--- src/sm4_pkg.sv ---
// sm4 block cipher package: action codes, sequencer states, round count, s-box table
// no dependencies; used by sm4_round and sm4_block_encrypt_decrypt
package sm4_pkg;

    localparam int NUM_ROUNDS = 32;
    localparam int RND_W      = $clog2(NUM_ROUNDS);

    localparam logic [1:0] ACT_LOAD    = 2'd0;
    localparam logic [1:0] ACT_ENCRYPT = 2'd1;
    localparam logic [1:0] ACT_DECRYPT = 2'd2;

    typedef enum logic [1:0] {
        ST_IDLE,
        ST_FETCH,
        ST_ROUND,
        ST_DONE
    } sm4_state_t;

    localparam logic [7:0] SBOX [256] = '{
        8'hd6,8'h90,8'he9,8'hfe,8'hcc,8'he1,8'h3d,8'hb7,8'h16,8'hb6,8'h14,8'hc2,8'h28,8'hfb,8'h2c,8'h05,
        8'h2b,8'h67,8'h9a,8'h76,8'h2a,8'hbe,8'h04,8'hc3,8'haa,8'h44,8'h13,8'h26,8'h49,8'h86,8'h06,8'h99,
        8'h9c,8'h42,8'h50,8'hf4,8'h91,8'hef,8'h98,8'h7a,8'h33,8'h54,8'h0b,8'h43,8'hed,8'hcf,8'hac,8'h62,
        8'he4,8'hb3,8'h1c,8'ha9,8'hc9,8'h08,8'he8,8'h95,8'h80,8'hdf,8'h94,8'hfa,8'h75,8'h8f,8'h3f,8'ha6,
        8'h47,8'h07,8'ha7,8'hfc,8'hf3,8'h73,8'h17,8'hba,8'h83,8'h59,8'h3c,8'h19,8'he6,8'h85,8'h4f,8'ha8,
        8'h68,8'h6b,8'h81,8'hb2,8'h71,8'h64,8'hda,8'h8b,8'hf8,8'heb,8'h0f,8'h4b,8'h70,8'h56,8'h9d,8'h35,
        8'h1e,8'h24,8'h0e,8'h5e,8'h63,8'h58,8'hd1,8'ha2,8'h25,8'h22,8'h7c,8'h3b,8'h01,8'h21,8'h78,8'h87,
        8'hd4,8'h00,8'h46,8'h57,8'h9f,8'hd3,8'h27,8'h52,8'h4c,8'h36,8'h02,8'he7,8'ha0,8'hc4,8'hc8,8'h9e,
        8'hea,8'hbf,8'h8a,8'hd2,8'h40,8'hc7,8'h38,8'hb5,8'ha3,8'hf7,8'hf2,8'hce,8'hf9,8'h61,8'h15,8'ha1,
        8'he0,8'hae,8'h5d,8'ha4,8'h9b,8'h34,8'h1a,8'h55,8'had,8'h93,8'h32,8'h30,8'hf5,8'h8c,8'hb1,8'he3,
        8'h1d,8'hf6,8'he2,8'h2e,8'h82,8'h66,8'hca,8'h60,8'hc0,8'h29,8'h23,8'hab,8'h0d,8'h53,8'h4e,8'h6f,
        8'hd5,8'hdb,8'h37,8'h45,8'hde,8'hfd,8'h8e,8'h2f,8'h03,8'hff,8'h6a,8'h72,8'h6d,8'h6c,8'h5b,8'h51,
        8'h8d,8'h1b,8'haf,8'h92,8'hbb,8'hdd,8'hbc,8'h7f,8'h11,8'hd9,8'h5c,8'h41,8'h1f,8'h10,8'h5a,8'hd8,
        8'h0a,8'hc1,8'h31,8'h88,8'ha5,8'hcd,8'h7b,8'hbd,8'h2d,8'h74,8'hd0,8'h12,8'hb8,8'he5,8'hb4,8'hb0,
        8'h89,8'h69,8'h97,8'h4a,8'h0c,8'h96,8'h77,8'h7e,8'h65,8'hb9,8'hf1,8'h09,8'hc5,8'h6e,8'hc6,8'h84,
        8'h18,8'hf0,8'h7d,8'hec,8'h3a,8'hdc,8'h4d,8'h20,8'h79,8'hee,8'h5f,8'h3e,8'hd7,8'hcb,8'h39,8'h48
    };

endpackage

--- src/sm4_round.sv ---
// sm4 round function: new word = w0 ^ L(tau(w1 ^ w2 ^ w3 ^ rk))
// depends on sm4_pkg for the s-box table
module sm4_round (
    input  logic [31:0] w0,
    input  logic [31:0] w1,
    input  logic [31:0] w2,
    input  logic [31:0] w3,
    input  logic [31:0] rk,
    output logic [31:0] fresh
);

    logic [31:0] mix;
    logic [31:0] sub;
    logic [31:0] lin;

    assign mix = w1 ^ w2 ^ w3 ^ rk;

    always_comb begin
        for (int b = 0; b < 4; b++) begin
            sub[b*8 +: 8] = sm4_pkg::SBOX[mix[b*8 +: 8]];
        end
    end

    assign lin = sub
               ^ {sub[29:0], sub[31:30]}
               ^ {sub[21:0], sub[31:22]}
               ^ {sub[13:0], sub[31:14]}
               ^ {sub[7:0],  sub[31:8]};

    assign fresh = w0 ^ lin;

endmodule

--- src/sm4_block_encrypt_decrypt.sv ---
// sm4 block encrypt/decrypt top level: round-key memory, round sequencer, output register
// depends on sm4_pkg and sm4_round
//
//  channel  ports                                                  direction
//  s_       s_valid s_ready s_action s_key_slot s_key_word
//           s_block_high s_block_low                               request in
//  m_       m_valid m_ready m_result_high m_result_low             result out
//
// a key load writes the key memory on acceptance; an encrypt or decrypt request runs as:
// one key-memory read ahead, 32 rounds through the single round unit, one writeback
// s_ready is low from acceptance of a block request until its result enters the output register
// a result waiting on m_ready stalls the sequencer in its last state; nothing is dropped
// aresetn is synchronous active low and clears control only; the key memory is not cleared
module sm4_block_encrypt_decrypt (
    input  logic         aclk,
    input  logic         aresetn,
    input  logic         s_valid,
    output logic         s_ready,
    input  logic [1:0]   s_action,
    input  logic [4:0]   s_key_slot,
    input  logic [31:0]  s_key_word,
    input  logic [63:0]  s_block_high,
    input  logic [63:0]  s_block_low,
    output logic         m_valid,
    input  logic         m_ready,
    output logic [63:0]  m_result_high,
    output logic [63:0]  m_result_low
);

    sm4_pkg::sm4_state_t           st_reg, st_next;
    logic [sm4_pkg::RND_W-1:0]     rnd_reg, rnd_next;
    logic [sm4_pkg::RND_W-1:0]     rd_idx;
    logic [sm4_pkg::RND_W-1:0]     key_addr;
    logic                          dec_reg, dec_next;
    logic [31:0]                   w_reg [4];
    logic [31:0]                   w_next [4];
    logic [31:0]                   key_rd_reg;
    logic [31:0]                   key_mem [sm4_pkg::NUM_ROUNDS];
    logic                          m_valid_reg, m_valid_next;
    logic [63:0]                   m_result_high_reg;
    logic [63:0]                   m_result_low_reg;
    logic                          load_out;
    logic                          key_we;
    logic [31:0]                   fresh;

    assign s_ready       = (st_reg == sm4_pkg::ST_IDLE);
    assign m_valid       = m_valid_reg;
    assign m_result_high = m_result_high_reg;
    assign m_result_low  = m_result_low_reg;

    assign key_we = s_valid && s_ready && (s_action == sm4_pkg::ACT_LOAD);

    // address of the key needed in the next round
    assign rd_idx   = (st_reg == sm4_pkg::ST_ROUND) ? rnd_reg + 1'b1 : rnd_reg;
    assign key_addr = dec_reg ? ~rd_idx : rd_idx;

    always_ff @(posedge aclk) begin
        if (key_we) begin
            key_mem[s_key_slot] <= s_key_word;
        end
        key_rd_reg <= key_mem[key_addr];
    end

    sm4_round u_round (
        .w0    (w_reg[0]),
        .w1    (w_reg[1]),
        .w2    (w_reg[2]),
        .w3    (w_reg[3]),
        .rk    (key_rd_reg),
        .fresh (fresh)
    );

    always_comb begin
        st_next      = st_reg;
        rnd_next     = rnd_reg;
        dec_next     = dec_reg;
        w_next       = w_reg;
        load_out     = 1'b0;
        unique case (st_reg)
            sm4_pkg::ST_IDLE: begin
                if (s_valid && (s_action == sm4_pkg::ACT_ENCRYPT ||
                                s_action == sm4_pkg::ACT_DECRYPT)) begin
                    dec_next  = (s_action == sm4_pkg::ACT_DECRYPT);
                    w_next[0] = s_block_high[63:32];
                    w_next[1] = s_block_high[31:0];
                    w_next[2] = s_block_low[63:32];
                    w_next[3] = s_block_low[31:0];
                    rnd_next  = '0;
                    st_next   = sm4_pkg::ST_FETCH;
                end
            end
            sm4_pkg::ST_FETCH: begin
                st_next = sm4_pkg::ST_ROUND;
            end
            sm4_pkg::ST_ROUND: begin
                w_next[0] = w_reg[1];
                w_next[1] = w_reg[2];
                w_next[2] = w_reg[3];
                w_next[3] = fresh;
                rnd_next  = rnd_reg + 1'b1;
                if (rnd_reg == sm4_pkg::RND_W'(sm4_pkg::NUM_ROUNDS - 1)) begin
                    st_next = sm4_pkg::ST_DONE;
                end
            end
            sm4_pkg::ST_DONE: begin
                if (!m_valid_reg || m_ready) begin
                    load_out = 1'b1;
                    st_next  = sm4_pkg::ST_IDLE;
                end
            end
            default: begin
                st_next = sm4_pkg::ST_IDLE;
            end
        endcase
        if (load_out) begin
            m_valid_next = 1'b1;
        end else if (m_ready) begin
            m_valid_next = 1'b0;
        end else begin
            m_valid_next = m_valid_reg;
        end
    end

    always_ff @(posedge aclk) begin
        if (!aresetn) begin
            st_reg      <= sm4_pkg::ST_IDLE;
            m_valid_reg <= 1'b0;
            rnd_reg     <= '0;
            dec_reg     <= 1'b0;
        end else begin
            st_reg      <= st_next;
            m_valid_reg <= m_valid_next;
            rnd_reg     <= rnd_next;
            dec_reg     <= dec_next;
        end
    end

    // output words in reverse order
    always_ff @(posedge aclk) begin
        w_reg <= w_next;
        if (load_out) begin
            m_result_high_reg <= {w_reg[3], w_reg[2]};
            m_result_low_reg  <= {w_reg[1], w_reg[0]};
        end
    end

    a_block_start: assert property (@(posedge aclk) disable iff (!aresetn)
        s_valid && s_ready &&
        (s_action == sm4_pkg::ACT_ENCRYPT || s_action == sm4_pkg::ACT_DECRYPT)
        |=> st_reg == sm4_pkg::ST_FETCH)
        else $error("block request did not start the sequencer");

    a_fetch_round0: assert property (@(posedge aclk) disable iff (!aresetn)
        st_reg == sm4_pkg::ST_FETCH |-> rnd_reg == '0)
        else $error("round counter not cleared at key prefetch");

    a_last_round: assert property (@(posedge aclk) disable iff (!aresetn)
        st_reg == sm4_pkg::ST_ROUND && rnd_reg == sm4_pkg::RND_W'(sm4_pkg::NUM_ROUNDS - 1)
        |=> st_reg == sm4_pkg::ST_DONE)
        else $error("sequencer did not finish after the last round");

    a_writeback: assert property (@(posedge aclk) disable iff (!aresetn)
        st_reg == sm4_pkg::ST_DONE && (!m_valid_reg || m_ready)
        |=> m_valid_reg && st_reg == sm4_pkg::ST_IDLE)
        else $error("result not written to output register");

endmodule

--- config.mk ---
export PLATFORM = sky130hd
export DESIGN_NAME = sm4_block_encrypt_decrypt
export DESIGN_NICKNAME = d
export VERILOG_FILES = /design/src/sm4_pkg.sv /design/src/sm4_round.sv /design/src/sm4_block_encrypt_decrypt.sv
export SDC_FILE = /design/constraint.sdc
export NUM_CORES = 2
export LEC_CHECK = 0
export CAP_MARGIN = 30
export CELL_PAD_IN_SITES_DETAIL_PLACEMENT = 1
export CELL_PAD_IN_SITES_GLOBAL_PLACEMENT = 1
export CORE_ASPECT_RATIO = 1.25
export CORE_MARGIN = 10
export CORE_UTILIZATION = 30
export CTS_CLUSTER_DIAMETER = 30
export CTS_CLUSTER_SIZE = 40
export DETAILED_ROUTE_END_ITERATION = 6
export DONT_BUFFER_PORTS = 1
export PLACE_DENSITY = 0.59
export SLEW_MARGIN = 10
export SYNTH_ARGS = -nofsm -noshare
export SYNTH_HDL_FRONTEND = slang
export SYNTH_SLANG_ARGS = --single-unit
export TNS_END_PERCENT = 1
--- constraint.sdc ---
create_clock -name aclk -period 12.41 [get_ports aclk]
set_clock_uncertainty 0.2 [all_clocks]
set_input_delay 0.6205 -clock aclk [delete_from_list [all_inputs] [get_ports aclk]]
set_output_delay 0.6205 -clock aclk [all_outputs]
set_load 0.05 [all_outputs]
Word-level counts from Yosys, hierarchy flattened. Memories as Yosys holds them, arrays and structs flattened. A register that Yosys moved wholly into a read port is not among the register bits. Index checks and enable logic that the tools add are counted. Widths: inputs -> output; s select.

Flip-flop bits (word level): 265. Latch bits: 0. RAM bits: 1024. Memory bits (read-only): 8192. Input bits: 171. Output and inout bits: 130. Word-level logic and storage cells: 79. Memories kept: 5.

Add/sub/neg operators: 1. $mul: 0. Div/mod/pow operators: 0. Magnitude comparators: 4. Equal/unequal tests: 9. Shift operators: 0. Multiplexer cells: 24. Bitwise logic cells: 13. Reduce and logical (&&, ||, !) cells: 13.

Memories: (no name shown) (depth 256, width 8, rd ports 1, clocked after memory_dff 0, write ports 0, line sm4_round.sv:20) `sub[b*8 +: 8] = sm4_pkg::SBOX[mix[b*8 +: 8]];`; (no name shown) (depth 256, width 8, rd ports 1, clocked after memory_dff 0, write ports 0, line sm4_round.sv:20); (no name shown) (depth 256, width 8, rd ports 1, clocked after memory_dff 0, write ports 0, line sm4_round.sv:20); (no name shown) (depth 256, width 8, rd ports 1, clocked after memory_dff 0, write ports 0, line sm4_round.sv:20); key_mem (depth 32, width 32, rd ports 1, clocked after memory_dff 1, write ports 1, line sm4_block_encrypt_decrypt.sv:38) `logic [31:0] key_mem [sm4_pkg::NUM_ROUNDS];`.

Operator list (number): $pmux 128 s2 (1); $xor 32x32->32 (8); $mux 128 (1); $mux 8 (8); $ge 9x9->1 const B (4); $not 8->9 (4); $mux 5 (3); $pmux 5 s2 (1); $pmux 2 s4 (1); $eq 2x2->1 const B (3); $mux 1 (6); $mux 2 (3); $add 5x1->5 const B (1); $eq 5x5->1 const B (1); $not 5->5 (1); $eq 2x1->1 const B (2); $logic_not 2->1 (2); $ne 2x1->1 const B (2); $reduce_and 2->1 (2); $reduce_bool 2->1 (2); $logic_and 1x1->1 (3); $reduce_and 3->1 (1); $logic_or 1x1->1 (2); $ne 2x2->1 const B (1); $logic_not 1->1 (1).

Depth between registers and ports, before layout.
Depth in word-level cells: 13. Mapped depth: 18.

By module. From an unflattened synthesis, not the netlist that was laid out.

Cells, all modules: 5619. Area, all modules: 67493.5 um^2.

By module, submodules not included: sm4_block_encrypt_decrypt (times used 1, cells an instance 3265, area each 52041.2 um^2, sequential area each 39257.7 um^2); sm4_round (times used 1, cells an instance 2354, area each 15452.3 um^2, sequential area each 0.0 um^2).

Worst setup path after synthesis. No wires, ideal clock.

Path kind: flip-flop to flip-flop. From: reg m_valid_reg (netlist: m_valid). To: reg m_result_high_reg[0] (netlist: m_result_high[0]) (enable). Arrival time: 6356 ps. Setup slack: 5222 ps. Cell stages (with the launch flop): 3. Path buffers: 0. Cells stage by stage: dfxtp_1 > nor2b_1 > nor2b_1.

Cells in the longest elaborated chain, start to end: 4.

Ends and longest elaborated chain: start, declared (line sm4_block_encrypt_decrypt.sv:39) `logic m_valid_reg, m_valid_next;`; start signal, assigned (line sm4_block_encrypt_decrypt.sv:132) `m_valid_reg <= m_valid_next;`; $logic_not 1->1 (line sm4_block_encrypt_decrypt.sv:106) `if (!m_valid_reg || m_ready) begin`; $logic_or 1x1->1 (line sm4_block_encrypt_decrypt.sv:106); $mux 1 (line sm4_block_encrypt_decrypt.sv:106); $mux 1 (line sm4_block_encrypt_decrypt.sv:79) `unique case (st_reg)`; via load_out (line sm4_block_encrypt_decrypt.sv:42) `logic load_out;`; end signal, assigned (line sm4_block_encrypt_decrypt.sv:142) `m_result_high_reg <= {w_reg[3], w_reg[2]};`; end, declared (line sm4_block_encrypt_decrypt.sv:40) `logic [63:0] m_result_high_reg;`.

The timed path passes the listed nets, and every way through them passes these cells. A chain may end at the register's enable or synchronous reset.

==> flow_metrics.env <==
export IMPL_status="completed"
export IMPL_grt_usage=0.203
export IMPL_multi_input_area_um2=24500
export IMPL_fin_cells=7949
export IMPL_grt_antenna_before_repair=29
export IMPL_nets=5056
export IMPL_hp_start="s_key_word[24]"
export IMPL_synth_area_leaders="edfxtp_1 59%, mux4_2 8.9%, mux2_2 3.0%"
export IMPL_placed_cell_area_um2=68600
export IMPL_synth_cell_types=92
export IMPL_yosys_area_top_type="edfxtp_1"
export IMPL_rows=190
export IMPL_slew_headroom=0.252
export IMPL_synth_edff_count=1280
export IMPL_r2r_start="w_reg[80]"
export IMPL_die_h_um=540
export IMPL_async_flop_share=0
export IMPL_max_freq_mhz=157
export IMPL_start_util=0.302
export IMPL_clock_latency_ns=0.93
export IMPL_cts_buffers=274
export IMPL_h_tree_depth=5
export IMPL_worst_ep_required_time_ns=12.81
export IMPL_yosysSeqAreaShare=0.605
export IMPL_netlist_area_leader_share=0.592
export IMPL_area_growth_pct=22.9
export IMPL_critPathKind="reg -> reg"
export IMPL_synth_flop_cell="edfxtp_1"
export IMPL_grt_ovfl_total=0
export IMPL_reg2reg_setup_slack_ns=6.05
export IMPL_finalCriticalPeriod_ns=6.36
export IMPL_post_drt_wl_per_cell_um=31.4
export IMPL_dieArea_um2=236000
export IMPL_r2r_end="w_reg[16]"
export IMPL_fin_tns_setup_ns=0
export IMPL_arrival_ns=6.76
export IMPL_rsz0062_at_grt="no"
export IMPL_wirelength_mm=249
export IMPL_r2r_cells=17
export IMPL_crit_path_max_fanout=49
export IMPL_synth_warnings=0
export IMPL_die_w_um=436
export IMPL_postRouteAntennaNets=0
export IMPL_worst_slew_pin_slew_ns=1.11
export IMPL_io_pins=301
export IMPL_cp_end_kind="flip-flop"
export IMPL_syn_area_per_cell_um2=14.0
export IMPL_period_share=0.512
export IMPL_whs_path_depth=1
export IMPL_port_buffers=0
export IMPL_cts_buffer_depth=4
export IMPL_grt_pass1_vias=47700
export IMPL_cts_tree="yes"
export IMPL_synthCells=4632
export IMPL_post_drt_via_cell_ratio=5.81
export IMPL_ys_ff_latch=1321
export IMPL_grt_max_degree=92
export IMPL_route_detailed_drc=0
export IMPL_hold_slack_ns=0.0627
export IMPL_grt_pass1_wl_mm=359
export IMPL_gp_congestion=0.920
export IMPL_drive_gt1_frac=0.230
export IMPL_cts_resized=0
export IMPL_dp_cells=7266
export IMPL_clock_root_buffer="clkbuf_16"
export IMPL_largest_register_ffs=1024
export IMPL_fill_cells=22100
export IMPL_finalMaxSlewViolations=0
export IMPL_dpl_hpwl_mm=157
export IMPL_drt_pass1_iter_count=6
export IMPL_vias=46200
export IMPL_critPathLaunchType="flip-flop"
export IMPL_cts_setup_buffers=0
export IMPL_synthesis_nets=4828
export IMPL_fin_area_um2=79800
export IMPL_setup_violations=0
export IMPL_drtIter0Drc=4607
export IMPL_hold_end="key_mem[12][24]"
export IMPL_core_area_um2=215000
export IMPL_syn_cell_area_um2=64900
export IMPL_hold_viol_final=0
export IMPL_hp_class="in -> reg"
export IMPL_clkTransAtPathRegs_ns=0.05
export IMPL_drv_cap=0
export IMPL_regArea_um2=39300
export IMPL_cts_sinks=1321
==> cell type report <==
class                      count  area share
sequential                  1321       0.492
multi-input combinational   2893       0.307
clock buffer                 317      0.0910
tap                         2880      0.0451
timing repair buffer         349      0.0424
clock inverter               154      0.0210
inverter                      21     0.00105
antenna                       14    0.000439
==> Yosys cell counts (33+ instances only) <==
library cell  count
a21oi_1         302
mux2i_1          82
mux2_2          174
o211ai_1         79
mux4_2          257
clkbuf_1        169
o21ai_0         288
a211oi_1         68
buf_4            38
xor2_1           78
nand2_1         275
edfxtp_1       1280
xnor2_1         129
o22ai_1          55
nor3_1           83
a221oi_1         54
nand3_1          81
a31oi_1          54
o311ai_0         33
nor2_1          297
buf_2           131
o221ai_1         52
buf_1            50
dfxtp_1          41
==> layer usage <==
metal	up-vias	part of all wire	track usage
met2	2288	0.50	0.349
met4	8	0.046	0.0885
li1	19200	-	-
met1	24100	0.39	0.249
met3	614	0.063	0.0374
met5	-	0.00021	0
==> stage by stage <==
step | worst slack, ns | util
after floorplan | 5.22 | -
after global placement | 6.19 | 0.319
after detailed placement | 6.25 | 0.319
after CTS | 6.22 | 0.369
after global routing | 5.94 | 0.371
final | 6.05 | 0.371
==> repair_timing <==
action                                  in CTS  in global routing
endpoints found under the setup margin       0                  0
hold endpoints to repair                  1161                  0
hold buffers                               173                  0
==> kinds of logic after synthesis <==
kind of cell    Yosys count  synth area share
buf+inv                 418            0.0299
flops                  1321             0.605
simple gates            819            0.0545
mux                     513             0.132
xor+xnor                252            0.0408
compound gates         1282             0.133
fa+ha+maj                27           0.00513
==> worst max-delay path, stage by stage (launching register included) <==
cell and delay, ns:
edfxtp_1 0.42, xnor2_1 0.40, xor2_4 0.17, buf_4 0.51, inv_1 0.09, buf_4 0.26, buf_4 0.29, ha_1 0.24
buf_4 0.23, nand2_1 0.16, nor2_1 0.06, o21ai_0 0.47, a32oi_1 0.19, o21ai_0 0.37, o21ai_1 0.38, xnor2_1 0.66
xnor3_1 0.59, mux2_2 0.32
==> how the worst max path moves through the flow <==
stage               from          endpoint  slack [ns]  cells after the start
2_1_floorplan    m_valid  m_result_high[0]        5.22                      2
3_3_place_gp   w_reg[80]         w_reg[16]        6.19                     17
3_5_place_dp   w_reg[16]         w_reg[25]        6.25                     16
4_1_cts        w_reg[80]         w_reg[16]        6.22                     17
5_1_grt        w_reg[48]         w_reg[25]        5.94                     16
6_report       w_reg[80]         w_reg[16]        6.05                     17
==> placed cells by master, fill, tap and decap left out, types with 19 or more instances in the layout <==
cell / count
nor4_1: 19
edfxtp_1: 1280
buf_4: 146
a22oi_1: 29
o22ai_1: 55
xor2_1: 63
clkinv_2: 46
ha_1: 24
nand3_1: 81
mux4_2: 257
o2111ai_1: 25
a21oi_1: 302
bufinv_16: 31
clkbuf_16: 281
a221oi_1: 54
dfxtp_1: 41
o31ai_1: 26
clkinv_1: 34
xnor2_1: 115
nor3_1: 82
nand2_1: 275
mux2i_1: 82
o21ai_0: 285
o211ai_1: 79
o311ai_0: 33
a211oi_1: 68
dlygate4sd3_1: 164
mux2_2: 174
a2111oi_0: 24
o221ai_1: 52
a32oi_1: 25
clkbuf_1: 26
a31oi_1: 54
nor2_1: 265
nor2_4: 32
Power is left out: the tool's default activity adds up to more than one toggle a clock period on the data nets, which glitch-free logic cannot reach.
